===== config.mk =====
export PLATFORM = sky130hd
export DESIGN_NAME = four_level_priority_queue_flat
export DESIGN_NICKNAME = d
export VERILOG_FILES = /design/src/hdl/fpq_pkg.sv /design/src/hdl/fpq_req_if.sv /design/src/hdl/fpq_rsp_if.sv /design/src/hdl/fpq_ram.sv /design/src/hdl/fpq_ctrl.sv /design/src/hdl/fpq_datapath.sv /design/src/hdl/four_level_priority_queue.sv /design/src/flat_wrapper.sv
export SDC_FILE = /design/constraint.sdc
export NUM_CORES = 2
export LEC_CHECK = 0
export BUFFER_PORTS_ARGS = -buffer_cell sky130_fd_sc_hd__buf_2
export CORE_AREA = 2 2 397 399
export DETAILED_ROUTE_END_ITERATION = 16
export DIE_AREA = 0 0 399 401
export GPL_ROUTABILITY_DRIVEN = 1
export MAX_ROUTING_LAYER = met4
export PLACE_DENSITY = 0.68
export SKIP_CTS_REPAIR_TIMING = 1
export SLEW_MARGIN = 20
export SYNTH_ARGS = -nofsm -noshare
export SYNTH_HDL_FRONTEND = slang
export SYNTH_SLANG_ARGS = --single-unit

===== constraint.sdc =====
create_clock -name clk -period 11 [get_ports clk]
set_input_delay 1.65 -clock clk [delete_from_list [all_inputs] [get_ports clk]]
set_output_delay 1.65 -clock clk [all_outputs]
set_load 0.05 [all_outputs]

===== src/hdl/fpq_pkg.sv =====
// Shared types and constants for the four-level priority queue.
// No dependencies; the controller, datapath, top level and testbench import this package.
package fpq_pkg;

  localparam int NUM_LEVELS = 4;
  localparam int LVL_W      = 2;
  localparam int WORD_W     = 32;
  localparam int STATUS_W   = 2;

  localparam logic [LVL_W-1:0] LVL_TOP = 2'd0;
  localparam logic [LVL_W-1:0] LVL_LOW = 2'd3;

  localparam logic KIND_ENQ = 1'b0;
  localparam logic KIND_DEQ = 1'b1;

  localparam logic [STATUS_W-1:0] STATUS_DONE  = 2'd0;
  localparam logic [STATUS_W-1:0] STATUS_EMPTY = 2'd1;
  localparam logic [STATUS_W-1:0] STATUS_FULL  = 2'd2;

  localparam logic signed [WORD_W-1:0] EMPTY_VALUE = -32'sd1;
  localparam logic signed [WORD_W-1:0] ENQ_VALUE   = 32'sd0;

  typedef enum logic [1:0] {
    ST_IDLE,
    ST_EXEC,
    ST_RDWAIT
  } state_t;

  // Commands from the controller to the datapath.
  typedef struct packed {
    logic capture;    // latch the request payload
    logic exec;       // decide, update level state, issue RAM access
    logic read_load;  // load RAM read data into the result register
  } ctrl_cmd_t;

  // Status from the datapath to the controller.
  typedef struct packed {
    logic deq_hit;    // latched request is a dequeue that finds an entry
    logic out_free;   // result register empty or draining this cycle
  } ctrl_sts_t;

endpackage


===== src/hdl/fpq_req_if.sv =====
// Request channel of the priority queue: valid/ready plus enqueue/dequeue payload.
// No dependencies.
interface fpq_req_if;
  logic              valid;
  logic              ready;
  logic              kind;
  logic signed [31:0] value;
  logic [1:0]        priority_req;

  modport source (output valid, output kind, output value, output priority_req, input ready);
  modport sink   (input valid, input kind, input value, input priority_req, output ready);
endinterface


===== src/hdl/fpq_rsp_if.sv =====
// Response channel of the priority queue: valid/ready plus result payload.
// No dependencies.
interface fpq_rsp_if;
  logic               valid;
  logic               ready;
  logic signed [31:0] out_value;
  logic [1:0]         status;

  modport source (output valid, output out_value, output status, input ready);
  modport sink   (input valid, input out_value, input status, output ready);
endinterface


===== src/hdl/fpq_ram.sv =====
// Generic single-write, single-read RAM with registered read data.
// No dependencies.
module fpq_ram #(
  parameter int WIDTH = 32,
  parameter int DEPTH = 64
) (
  input  logic                     clk,
  input  logic                     we,
  input  logic [$clog2(DEPTH)-1:0] waddr,
  input  logic [WIDTH-1:0]         wdata,
  input  logic                     re,
  input  logic [$clog2(DEPTH)-1:0] raddr,
  output logic [WIDTH-1:0]         rdata
);

  logic [WIDTH-1:0] mem [DEPTH];

  always_ff @(posedge clk) begin
    if (we) begin
      mem[waddr] <= wdata;
    end
    if (re) begin
      rdata <= mem[raddr];
    end
  end

endmodule


===== src/hdl/fpq_ctrl.sv =====
// Controller state machine of the priority queue: sequences capture, execute
// and RAM read wait. Depends on fpq_pkg.
module fpq_ctrl (
  input  logic               clk,
  input  logic               rst,
  input  logic               req_valid,
  output logic               req_ready,
  input  fpq_pkg::ctrl_sts_t sts,
  output fpq_pkg::ctrl_cmd_t cmd
);
  import fpq_pkg::*;

  state_t state, state_next;

  always_ff @(posedge clk) begin
    if (rst) begin
      state <= ST_IDLE;
    end else begin
      state <= state_next;
    end
  end

  always_comb begin
    state_next = state;
    unique case (state)
      ST_IDLE: begin
        if (req_valid) state_next = ST_EXEC;
      end
      ST_EXEC: begin
        if (sts.out_free) state_next = sts.deq_hit ? ST_RDWAIT : ST_IDLE;
      end
      ST_RDWAIT: begin
        state_next = ST_IDLE;
      end
      default: state_next = ST_IDLE;
    endcase
  end

  always_comb begin
    req_ready     = 1'b0;
    cmd.capture   = 1'b0;
    cmd.exec      = 1'b0;
    cmd.read_load = 1'b0;
    unique case (state)
      ST_IDLE: begin
        req_ready   = 1'b1;
        cmd.capture = req_valid;
      end
      ST_EXEC: begin
        cmd.exec = sts.out_free;
      end
      ST_RDWAIT: begin
        cmd.read_load = 1'b1;
      end
      default: ;
    endcase
  end

endmodule


===== src/hdl/fpq_datapath.sv =====
// Datapath of the priority queue: request register, per-level pointers and
// counts, shared entry RAM and result register. Depends on fpq_pkg, fpq_ram,
// fpq_rsp_if.
module fpq_datapath #(
  parameter int LEVEL_DEPTH = 16
) (
  input  logic               clk,
  input  logic               rst,
  input  logic               req_kind,
  input  logic signed [31:0] req_value,
  input  logic [1:0]         req_priority,
  input  fpq_pkg::ctrl_cmd_t cmd,
  output fpq_pkg::ctrl_sts_t sts,
  fpq_rsp_if.source          rsp
);
  import fpq_pkg::*;

  localparam int PTR_W  = $clog2(LEVEL_DEPTH);
  localparam int CNT_W  = $clog2(LEVEL_DEPTH + 1);
  localparam int ADDR_W = LVL_W + PTR_W;
  localparam logic [PTR_W-1:0] PTR_LAST  = PTR_W'(LEVEL_DEPTH - 1);
  localparam logic [CNT_W-1:0] CNT_FULL  = CNT_W'(LEVEL_DEPTH);

  // Latched request
  logic                     kind;
  logic signed [WORD_W-1:0] value;
  logic [LVL_W-1:0]         lvl;

  // Level state
  logic [PTR_W-1:0] rptr  [NUM_LEVELS];
  logic [PTR_W-1:0] wptr  [NUM_LEVELS];
  logic [CNT_W-1:0] count [NUM_LEVELS];

  // Result register
  logic                     out_full;
  logic signed [WORD_W-1:0] out_value;
  logic [STATUS_W-1:0]      status;

  logic             any_valid;
  logic [LVL_W-1:0] best_lvl;
  logic             lvl_full;
  logic             enq_ok;
  logic             deq_ok;
  logic [WORD_W-1:0] ram_rdata;

  // Pick the best non-empty level, top first.
  always_comb begin
    any_valid = 1'b0;
    best_lvl  = LVL_TOP;
    for (int i = NUM_LEVELS - 1; i >= 0; i--) begin
      if (count[i] != '0) begin
        any_valid = 1'b1;
        best_lvl  = LVL_W'(i);
      end
    end
  end

  assign lvl_full = (count[lvl] == CNT_FULL);
  assign enq_ok   = cmd.exec && (kind == KIND_ENQ) && !lvl_full;
  assign deq_ok   = cmd.exec && (kind == KIND_DEQ) && any_valid;

  assign sts.deq_hit  = (kind == KIND_DEQ) && any_valid;
  assign sts.out_free = !out_full || rsp.ready;

  always_ff @(posedge clk) begin
    if (cmd.capture) begin
      kind  <= req_kind;
      value <= req_value;
      lvl   <= req_priority;
    end
  end

  always_ff @(posedge clk) begin
    if (rst) begin
      for (int i = 0; i < NUM_LEVELS; i++) begin
        rptr[i]  <= '0;
        wptr[i]  <= '0;
        count[i] <= '0;
      end
    end else begin
      if (enq_ok) begin
        wptr[lvl]  <= (wptr[lvl] == PTR_LAST) ? '0 : wptr[lvl] + 1'b1;
        count[lvl] <= count[lvl] + 1'b1;
      end
      if (deq_ok) begin
        rptr[best_lvl]  <= (rptr[best_lvl] == PTR_LAST) ? '0 : rptr[best_lvl] + 1'b1;
        count[best_lvl] <= count[best_lvl] - 1'b1;
      end
    end
  end

  fpq_ram #(
    .WIDTH (WORD_W),
    .DEPTH (1 << ADDR_W)
  ) u_ram (
    .clk   (clk),
    .we    (enq_ok),
    .waddr ({lvl, wptr[lvl]}),
    .wdata (value),
    .re    (deq_ok),
    .raddr ({best_lvl, rptr[best_lvl]}),
    .rdata (ram_rdata)
  );

  always_ff @(posedge clk) begin
    if (rst) begin
      out_full <= 1'b0;
    end else if ((cmd.exec && !sts.deq_hit) || cmd.read_load) begin
      out_full <= 1'b1;
    end else if (rsp.ready) begin
      out_full <= 1'b0;
    end
  end

  always_ff @(posedge clk) begin
    if (cmd.read_load) begin
      out_value <= signed'(ram_rdata);
      status    <= STATUS_DONE;
    end else if (cmd.exec && !sts.deq_hit) begin
      if (kind == KIND_DEQ) begin
        out_value <= EMPTY_VALUE;
        status    <= STATUS_EMPTY;
      end else begin
        out_value <= ENQ_VALUE;
        status    <= lvl_full ? STATUS_FULL : STATUS_DONE;
      end
    end
  end

  assign rsp.valid     = out_full;
  assign rsp.out_value = out_value;
  assign rsp.status    = status;

  a_count_bound: assert property (@(posedge clk) disable iff (rst)
    (count[0] <= CNT_FULL) && (count[1] <= CNT_FULL) &&
    (count[2] <= CNT_FULL) && (count[3] <= CNT_FULL))
    else $error("level count above depth");

  a_no_overwrite: assert property (@(posedge clk) disable iff (rst)
    (cmd.exec || cmd.read_load) |-> (!out_full || rsp.ready))
    else $error("result register overwritten while held");

  a_read_follows_hit: assert property (@(posedge clk) disable iff (rst)
    cmd.read_load |-> $past(deq_ok))
    else $error("RAM data loaded without a dequeue read");

endmodule


===== src/hdl/four_level_priority_queue.sv =====
// Four-level priority queue, first-in first-out within a level. Each request
// is an enqueue (value at priority 0 top .. 3 low) or a dequeue that returns
// the oldest value of the best non-empty level. Every request yields exactly
// one response: an enqueue answers 0 with status done, or status full when its
// level already holds LEVEL_DEPTH entries (the value is dropped); a dequeue
// answers the value with status done, or -1 with status empty. A request is
// taken in the idle state and executed in the execute state, where an enqueue
// or a failed dequeue loads its response into the result register; a successful
// dequeue then waits in a read-wait state for the registered read of the
// shared entry RAM. A new request is taken only back in the idle state. A
// response still waiting on the output does not block the next request from
// being taken; execution holds only if the result register is still occupied.
// Entry storage is not cleared at reset; only the per-level pointers, counts
// and result valid flag are, so the queue is usable right after reset.
// Depends on fpq_pkg, fpq_req_if, fpq_rsp_if, fpq_ctrl, fpq_datapath.
module four_level_priority_queue #(
  parameter int LEVEL_DEPTH = 16
) (
  input  logic      clk,
  input  logic      rst,
  fpq_req_if.sink   req,
  fpq_rsp_if.source rsp
);
  import fpq_pkg::*;

  ctrl_cmd_t cmd;
  ctrl_sts_t sts;

  // Controller: owns the request handshake and sequences the datapath.
  fpq_ctrl u_ctrl (
    .clk       (clk),
    .rst       (rst),
    .req_valid (req.valid),
    .req_ready (req.ready),
    .sts       (sts),
    .cmd       (cmd)
  );

  // Datapath: level state, entry RAM and the result register that drives
  // the response transfer.
  fpq_datapath #(
    .LEVEL_DEPTH (LEVEL_DEPTH)
  ) u_datapath (
    .clk          (clk),
    .rst          (rst),
    .req_kind     (req.kind),
    .req_value    (req.value),
    .req_priority (req.priority_req),
    .cmd          (cmd),
    .sts          (sts),
    .rsp          (rsp)
  );

endmodule


===== src/flat_wrapper.sv =====
// flat-port wrapper written by rule: the top's interface ports become plain ports
module four_level_priority_queue_flat import fpq_pkg::*;
#(
  parameter int LEVEL_DEPTH = 16
)
  (clk, rst, req_valid, req_kind, req_value, req_priority_req, req_ready, rsp_valid, rsp_out_value, rsp_status, rsp_ready);
  fpq_req_if req_i ();
  fpq_rsp_if rsp_i ();
  input  logic clk;
  input  logic rst;
  input wire logic [$bits(req_i.valid)-1:0] req_valid;
  input wire logic [$bits(req_i.kind)-1:0] req_kind;
  input wire logic [$bits(req_i.value)-1:0] req_value;
  input wire logic [$bits(req_i.priority_req)-1:0] req_priority_req;
  output wire logic [$bits(req_i.ready)-1:0] req_ready;
  output wire logic [$bits(rsp_i.valid)-1:0] rsp_valid;
  output wire logic [$bits(rsp_i.out_value)-1:0] rsp_out_value;
  output wire logic [$bits(rsp_i.status)-1:0] rsp_status;
  input wire logic [$bits(rsp_i.ready)-1:0] rsp_ready;
  assign req_i.valid = req_valid;
  assign req_i.kind = req_kind;
  assign req_i.value = req_value;
  assign req_i.priority_req = req_priority_req;
  assign req_ready = req_i.ready;
  assign rsp_valid = rsp_i.valid;
  assign rsp_out_value = rsp_i.out_value;
  assign rsp_status = rsp_i.status;
  assign rsp_i.ready = rsp_ready;
  four_level_priority_queue #(.LEVEL_DEPTH(LEVEL_DEPTH)) u_core (.clk(clk), .rst(rst), .req(req_i), .rsp(rsp_i));
endmodule

==> impl_metrics.prom <==
# TYPE chip_impl_metric gauge
chip_impl_metric{name="die_h",unit="µm"} 401
chip_impl_metric{name="clock_path_buffers",unit=""} 3
chip_impl_info{name="final_common_cell",value="sky130_fd_sc_hd__edfxtp_1"} 1
chip_impl_metric{name="setup_tns",unit="ns"} 0
chip_impl_info{name="worstHoldPathType",value="reg -> reg"} 1
chip_impl_metric{name="grt_overflow",unit=""} 0
chip_impl_metric{name="drive_gt1_frac",unit=""} 0.2279
chip_impl_metric{name="floorplan.initialDensity",unit=""} 0.5471
chip_impl_metric{name="fmaxAchievable",unit="MHz"} 130.5
chip_impl_metric{name="wirelength",unit="µm"} 220700
chip_impl_metric{name="die_w",unit="µm"} 399
chip_impl_metric{name="synth_cell_type_count",unit=""} 62
chip_impl_metric{name="cts-htree-levels",unit=""} 4
chip_impl_metric{name="fin_hold_ws",unit="ns"} 0.5068
chip_impl_metric{name="dr_total_vias",unit=""} 44200
chip_impl_metric{name="synth-seq-area-share",unit=""} 0.7770
chip_impl_metric{name="finalWorstPathRequiredPeriod",unit="ns"} 7.664
chip_impl_metric{name="hold_violations",unit=""} 0
chip_impl_metric{name="cts_inserted_buffers",unit=""} 212
chip_impl_metric{name="cellLeakagePower",unit="nW"} 29.84
chip_impl_metric{name="worst_ep_arrival_time",unit="ns"} 8.17
chip_impl_metric{name="ff2ff_path_depth",unit=""} 13
chip_impl_metric{name="clk_pin_slew",unit="ns"} 0.07
chip_impl_metric{name="max-vdd-ir-drop",unit="V"} 0.0001712
chip_impl_metric{name="fin_nets",unit=""} 4397
chip_impl_metric{name="timing.max_cap.violations",unit=""} 0
chip_impl_info{name="classification_of_the_worst_setup_path",value="reg -> reg"} 1
chip_impl_metric{name="fp.dieArea",unit="µm²"} 160000
chip_impl_info{name="synth_ff_type",value="sky130_fd_sc_hd__edfxtp_1"} 1
chip_impl_info{name="cpMaxStageDelayCell",value="sky130_fd_sc_hd__a211oi_1"} 1
chip_impl_metric{name="source_to_sink_clock_delay_at_the_later_pin_of_the_worst_skew_pair",unit="ns"} 0.84
chip_impl_info{name="worst_setup_path_end_kind",value="flop"} 1
chip_impl_metric{name="cp_data_required_time",unit="ns"} 11.51
chip_impl_metric{name="num_io_pins",unit=""} 75
chip_impl_metric{name="asyncSetResetFlopFracSynth",unit=""} 0
chip_impl_info{name="tritoncts",value="yes"} 1
chip_impl_metric{name="place.gp.congestion",unit=""} 0.8421
chip_impl_metric{name="regToRegSetupSlack",unit="ns"} 3.34
chip_impl_metric{name="dpl.cell_count",unit=""} 6197
chip_impl_metric{name="drt-vias-per-instance",unit=""} 6.718
chip_impl_info{name="startpoint_type",value="flop"} 1
chip_impl_metric{name="std_cell_rows",unit=""} 145
chip_impl_metric{name="power_density",unit="nW/µm²"} 182.7
chip_impl_metric{name="detailedRoute.firstPassIterationCount",unit=""} 6
chip_impl_metric{name="first_global_vias",unit=""} 43220
chip_impl_metric{name="cp_slowest_stage_delay",unit="ns"} 1.00
chip_impl_metric{name="post-route-drc-count",unit=""} 0
chip_impl_metric{name="period_share",unit=""} 0.6967
chip_impl_metric{name="floorplan.core_area",unit="µm²"} 155700
chip_impl_metric{name="syn2layout_area_growth",unit="%"} 11.72
chip_impl_metric{name="fin_cells",unit=""} 6579
chip_impl_metric{name="final_report_setup_violation_count",unit=""} 0
chip_impl_metric{name="cts.sink_count",unit=""} 2206
chip_impl_metric{name="synthesis.yosys.warnings",unit=""} 0
chip_impl_metric{name="synth.ff_latch_count",unit=""} 2206
chip_impl_metric{name="syn_area_per_cell",unit="µm²"} 20.33
chip_impl_info{name="endpoint_of_the_most_critical_register_to_register_path",value="u_core.u_datapath.u_ram.rdata[27]$_DFFE_PP_"} 1
chip_impl_metric{name="dr.first_iter.drc_count",unit=""} 6804
chip_impl_info{name="cts_root_buf",value="sky130_fd_sc_hd__clkbuf_16"} 1
chip_impl_info{name="timing.hold.worst_endpoint",value="u_core.u_ctrl.state[0]$_SDFFE_PP0P_"} 1
chip_impl_metric{name="first_pass_grt_wire_length",unit="µm"} 312800
chip_impl_metric{name="cp_max_fo",unit=""} 168
chip_impl_metric{name="timing_max_transition_violations_final",unit=""} 0
chip_impl_metric{name="worst_hold_path.num_cells",unit=""} 1
chip_impl_metric{name="grt_antenna_before_repair",unit=""} 7
chip_impl_metric{name="place_hpwl",unit="µm"} 113300
chip_impl_metric{name="grt_start_max_net_pins",unit=""} 169
chip_impl_metric{name="antenna_violating_nets_post_route",unit=""} 0
chip_impl_metric{name="detail_route.wl_per_cell",unit="µm"} 33.55
chip_impl_metric{name="postSynthCellCount",unit=""} 4190
chip_impl_info{name="timing.critical_path.cells",value="or4_1 > or4_1 > nor2_1 > nand4_1 > buf_4 > and3_4 > inv_16 > buf_4 > buf_4 > mux4_2 > a22o_1 > a211oi_1 > o211ai_1"} 1
chip_impl_metric{name="final_util",unit=""} 0.6112
chip_impl_info{name="reg2reg_from",value="u_core.u_datapath.count[1][3]$_SDFFCE_PN0P_"} 1
chip_impl_info{name="worst_hold_startpoint",value="u_core.u_ctrl.state[1]$_SDFFE_PP0P_"} 1
chip_impl_metric{name="grt_use_total",unit=""} 0.2853
chip_impl_metric{name="mappedNetlistArea",unit="µm²"} 85160
chip_impl_metric{name="worst_clock_skew",unit="ns"} 0.04733
chip_impl_metric{name="port_buffers",unit=""} 74
chip_impl_metric{name="timing_worst_slew_pin_value",unit="ns"} 1.240
chip_impl_metric{name="syn_nets",unit=""} 4234
chip_impl_metric{name="slew_headroom",unit=""} 0.1682
chip_impl_info{name="final_cell_mix",value="2199 x sky130_fd_sc_hd__edfxtp_1, 390 x sky130_fd_sc_hd__mux4_2, 288 x sky130_fd_sc_hd__nand2_1, 215 x sky130_fd_sc_hd__clkbuf_16, 157 x sky130_fd_sc_hd__a211oi_1"} 1
chip_impl_info{name="rsz0062_at_grt",value="no"} 1
chip_impl_info{name="critical-path-top-cell-by-count",value="sky130_fd_sc_hd__buf_4"} 1
chip_impl_info{name="run_status",value="complete, no violations"} 1
chip_impl_metric{name="synth-edff-count",unit=""} 2199
## sequential cells by signal, summed over array words and instances, names as in the netlist, named ones only
signal and count:
u_core.u_ctrl.state 2, u_core.u_datapath.u_ram.mem 2048, u_core.u_datapath.value 32, u_core.u_datapath.lvl 2
u_core.u_datapath.wptr 16, u_core.u_datapath.rptr 16, u_core.u_datapath.rsp.valid 1, u_core.u_datapath.rsp.status 2
u_core.u_datapath.kind 1, u_core.u_datapath.u_ram.rdata 32, u_core.u_datapath.rsp.out_value 32, u_core.u_datapath.count 20
## metal layers
metal	vias to the layer above	share of wire	track usage
li1	17970	-	-
met1	23250	0.39	0.4090
met2	2634	0.47	0.4228
met3	338	0.11	0.06005
met4	0	0.026	0.07506
met5	-	0	-
## critical path, delay by kind of cell (launching register included)
kind	cells	cell delay (ns)
DFF	1	0.45
AOI/OAI and AO/OA	3	1.42
and+or+nand+nor	5	2.52
buffers and inverters	4	2.32
muxes	1	0.41
## Yosys cell counts (all sizes together) (6+ instances only)
master / instances / share of area
edfxtp: 2199 / 0.78
o211ai: 33 / 0.0029
inv: 20 / 0.00091
a21o: 33 / 0.0029
buf: 134 / 0.0084
nor2b: 8 / 0.00059
mux2: 38 / 0.0050
nor3: 20 / 0.0012
a211oi: 160 / 0.014
clkbuf: 143 / 0.0063
a21oi: 13 / 0.00076
o211a: 32 / 0.0038
a311oi: 129 / 0.013
nor2: 110 / 0.0048
a221oi: 6 / 0.00062
mux2i: 38 / 0.0045
dfxtp: 7 / 0.0016
nor4: 35 / 0.0026
a22oi: 66 / 0.0058
o21ai: 15 / 0.00097
nand3: 8 / 0.00047
a22o: 66 / 0.0068
and4: 130 / 0.013
nand2: 291 / 0.013
nand2b: 7 / 0.00051
mux4: 393 / 0.10
## per-stage QoR
step | power, mW | area, µm² | setup slack [ns]
final | 17.38 | 95150 | 3.337
after global routing | 17.83 | 95140 | 3.246
after CTS | 17.45 | 95140 | 3.613
after detailed placement | 10.72 | 88720 | 3.647
after global placement | 10.71 | 88710 | 3.724
after floorplan | 10.26 | 85160 | 5.584
## how the worst max path moves through the flow
stage | start | to | slack (ns) | cells after the start
after CTS | u_core.u_datapath.count[1][3]$_SDFFCE_PN0P_ | u_core.u_datapath.u_ram.rdata[27]$_DFFE_PP_ | 3.61 | 13
after floorplan | rsp_ready | u_core.u_datapath.count[0][0]$_SDFFCE_PN0P_ | 5.58 | 10
after global placement | u_core.u_datapath.count[0][1]$_SDFFCE_PN0P_ | u_core.u_datapath.u_ram.rdata[27]$_DFFE_PP_ | 3.72 | 13
after global routing | u_core.u_datapath.count[1][3]$_SDFFCE_PN0P_ | u_core.u_datapath.u_ram.rdata[27]$_DFFE_PP_ | 3.25 | 13
final | u_core.u_datapath.count[1][3]$_SDFFCE_PN0P_ | u_core.u_datapath.u_ram.rdata[27]$_DFFE_PP_ | 3.34 | 13
after detailed placement | u_core.u_datapath.count[0][1]$_SDFFCE_PN0P_ | u_core.u_datapath.u_ram.rdata[27]$_DFFE_PP_ | 3.65 | 13
## logic make-up (layout without fill, tap and decap cells)
| family | count (synthesis) | after routing | synth area share |
|---|---|---|---|
| flip-flops | 2206 | 2206 | 0.7770 |
| AND/OR/NAND/NOR | 632 | 632 | 0.03837 |
| AO/OA/AOI/OAI | 574 | 574 | 0.05405 |
| multiplexers | 469 | 469 | 0.1136 |
| buffers and inverters | 298 | 627 | 0.01566 |
| XOR/XNOR | 6 | 6 | 0.0006172 |
| adder cells (fa/ha/maj) | 5 | 5 | 0.0007346 |
| other | 0 | 2 | 0 |
## layout make-up
type                    instances  area [µm²]
clock inverters               106       802.0
diodes                          2       5.005
multi-input cells            1686       18310
flip-flops and latches       2206       66170
fillers                     10760       60520
inverters                      21       95.09
well taps                    2058        2575
repair buffers                226        1562
clock buffers                 274        5622
## report_power, final
part	internal, mW	total (mW)	switching [mW]
registers	9.32	9.35	0.0280
clock network	3.80	6.83	3.03
logic	0.399	1.20	0.802
total	13.5	17.4	3.86
Power figures use the tool's default switching activity.
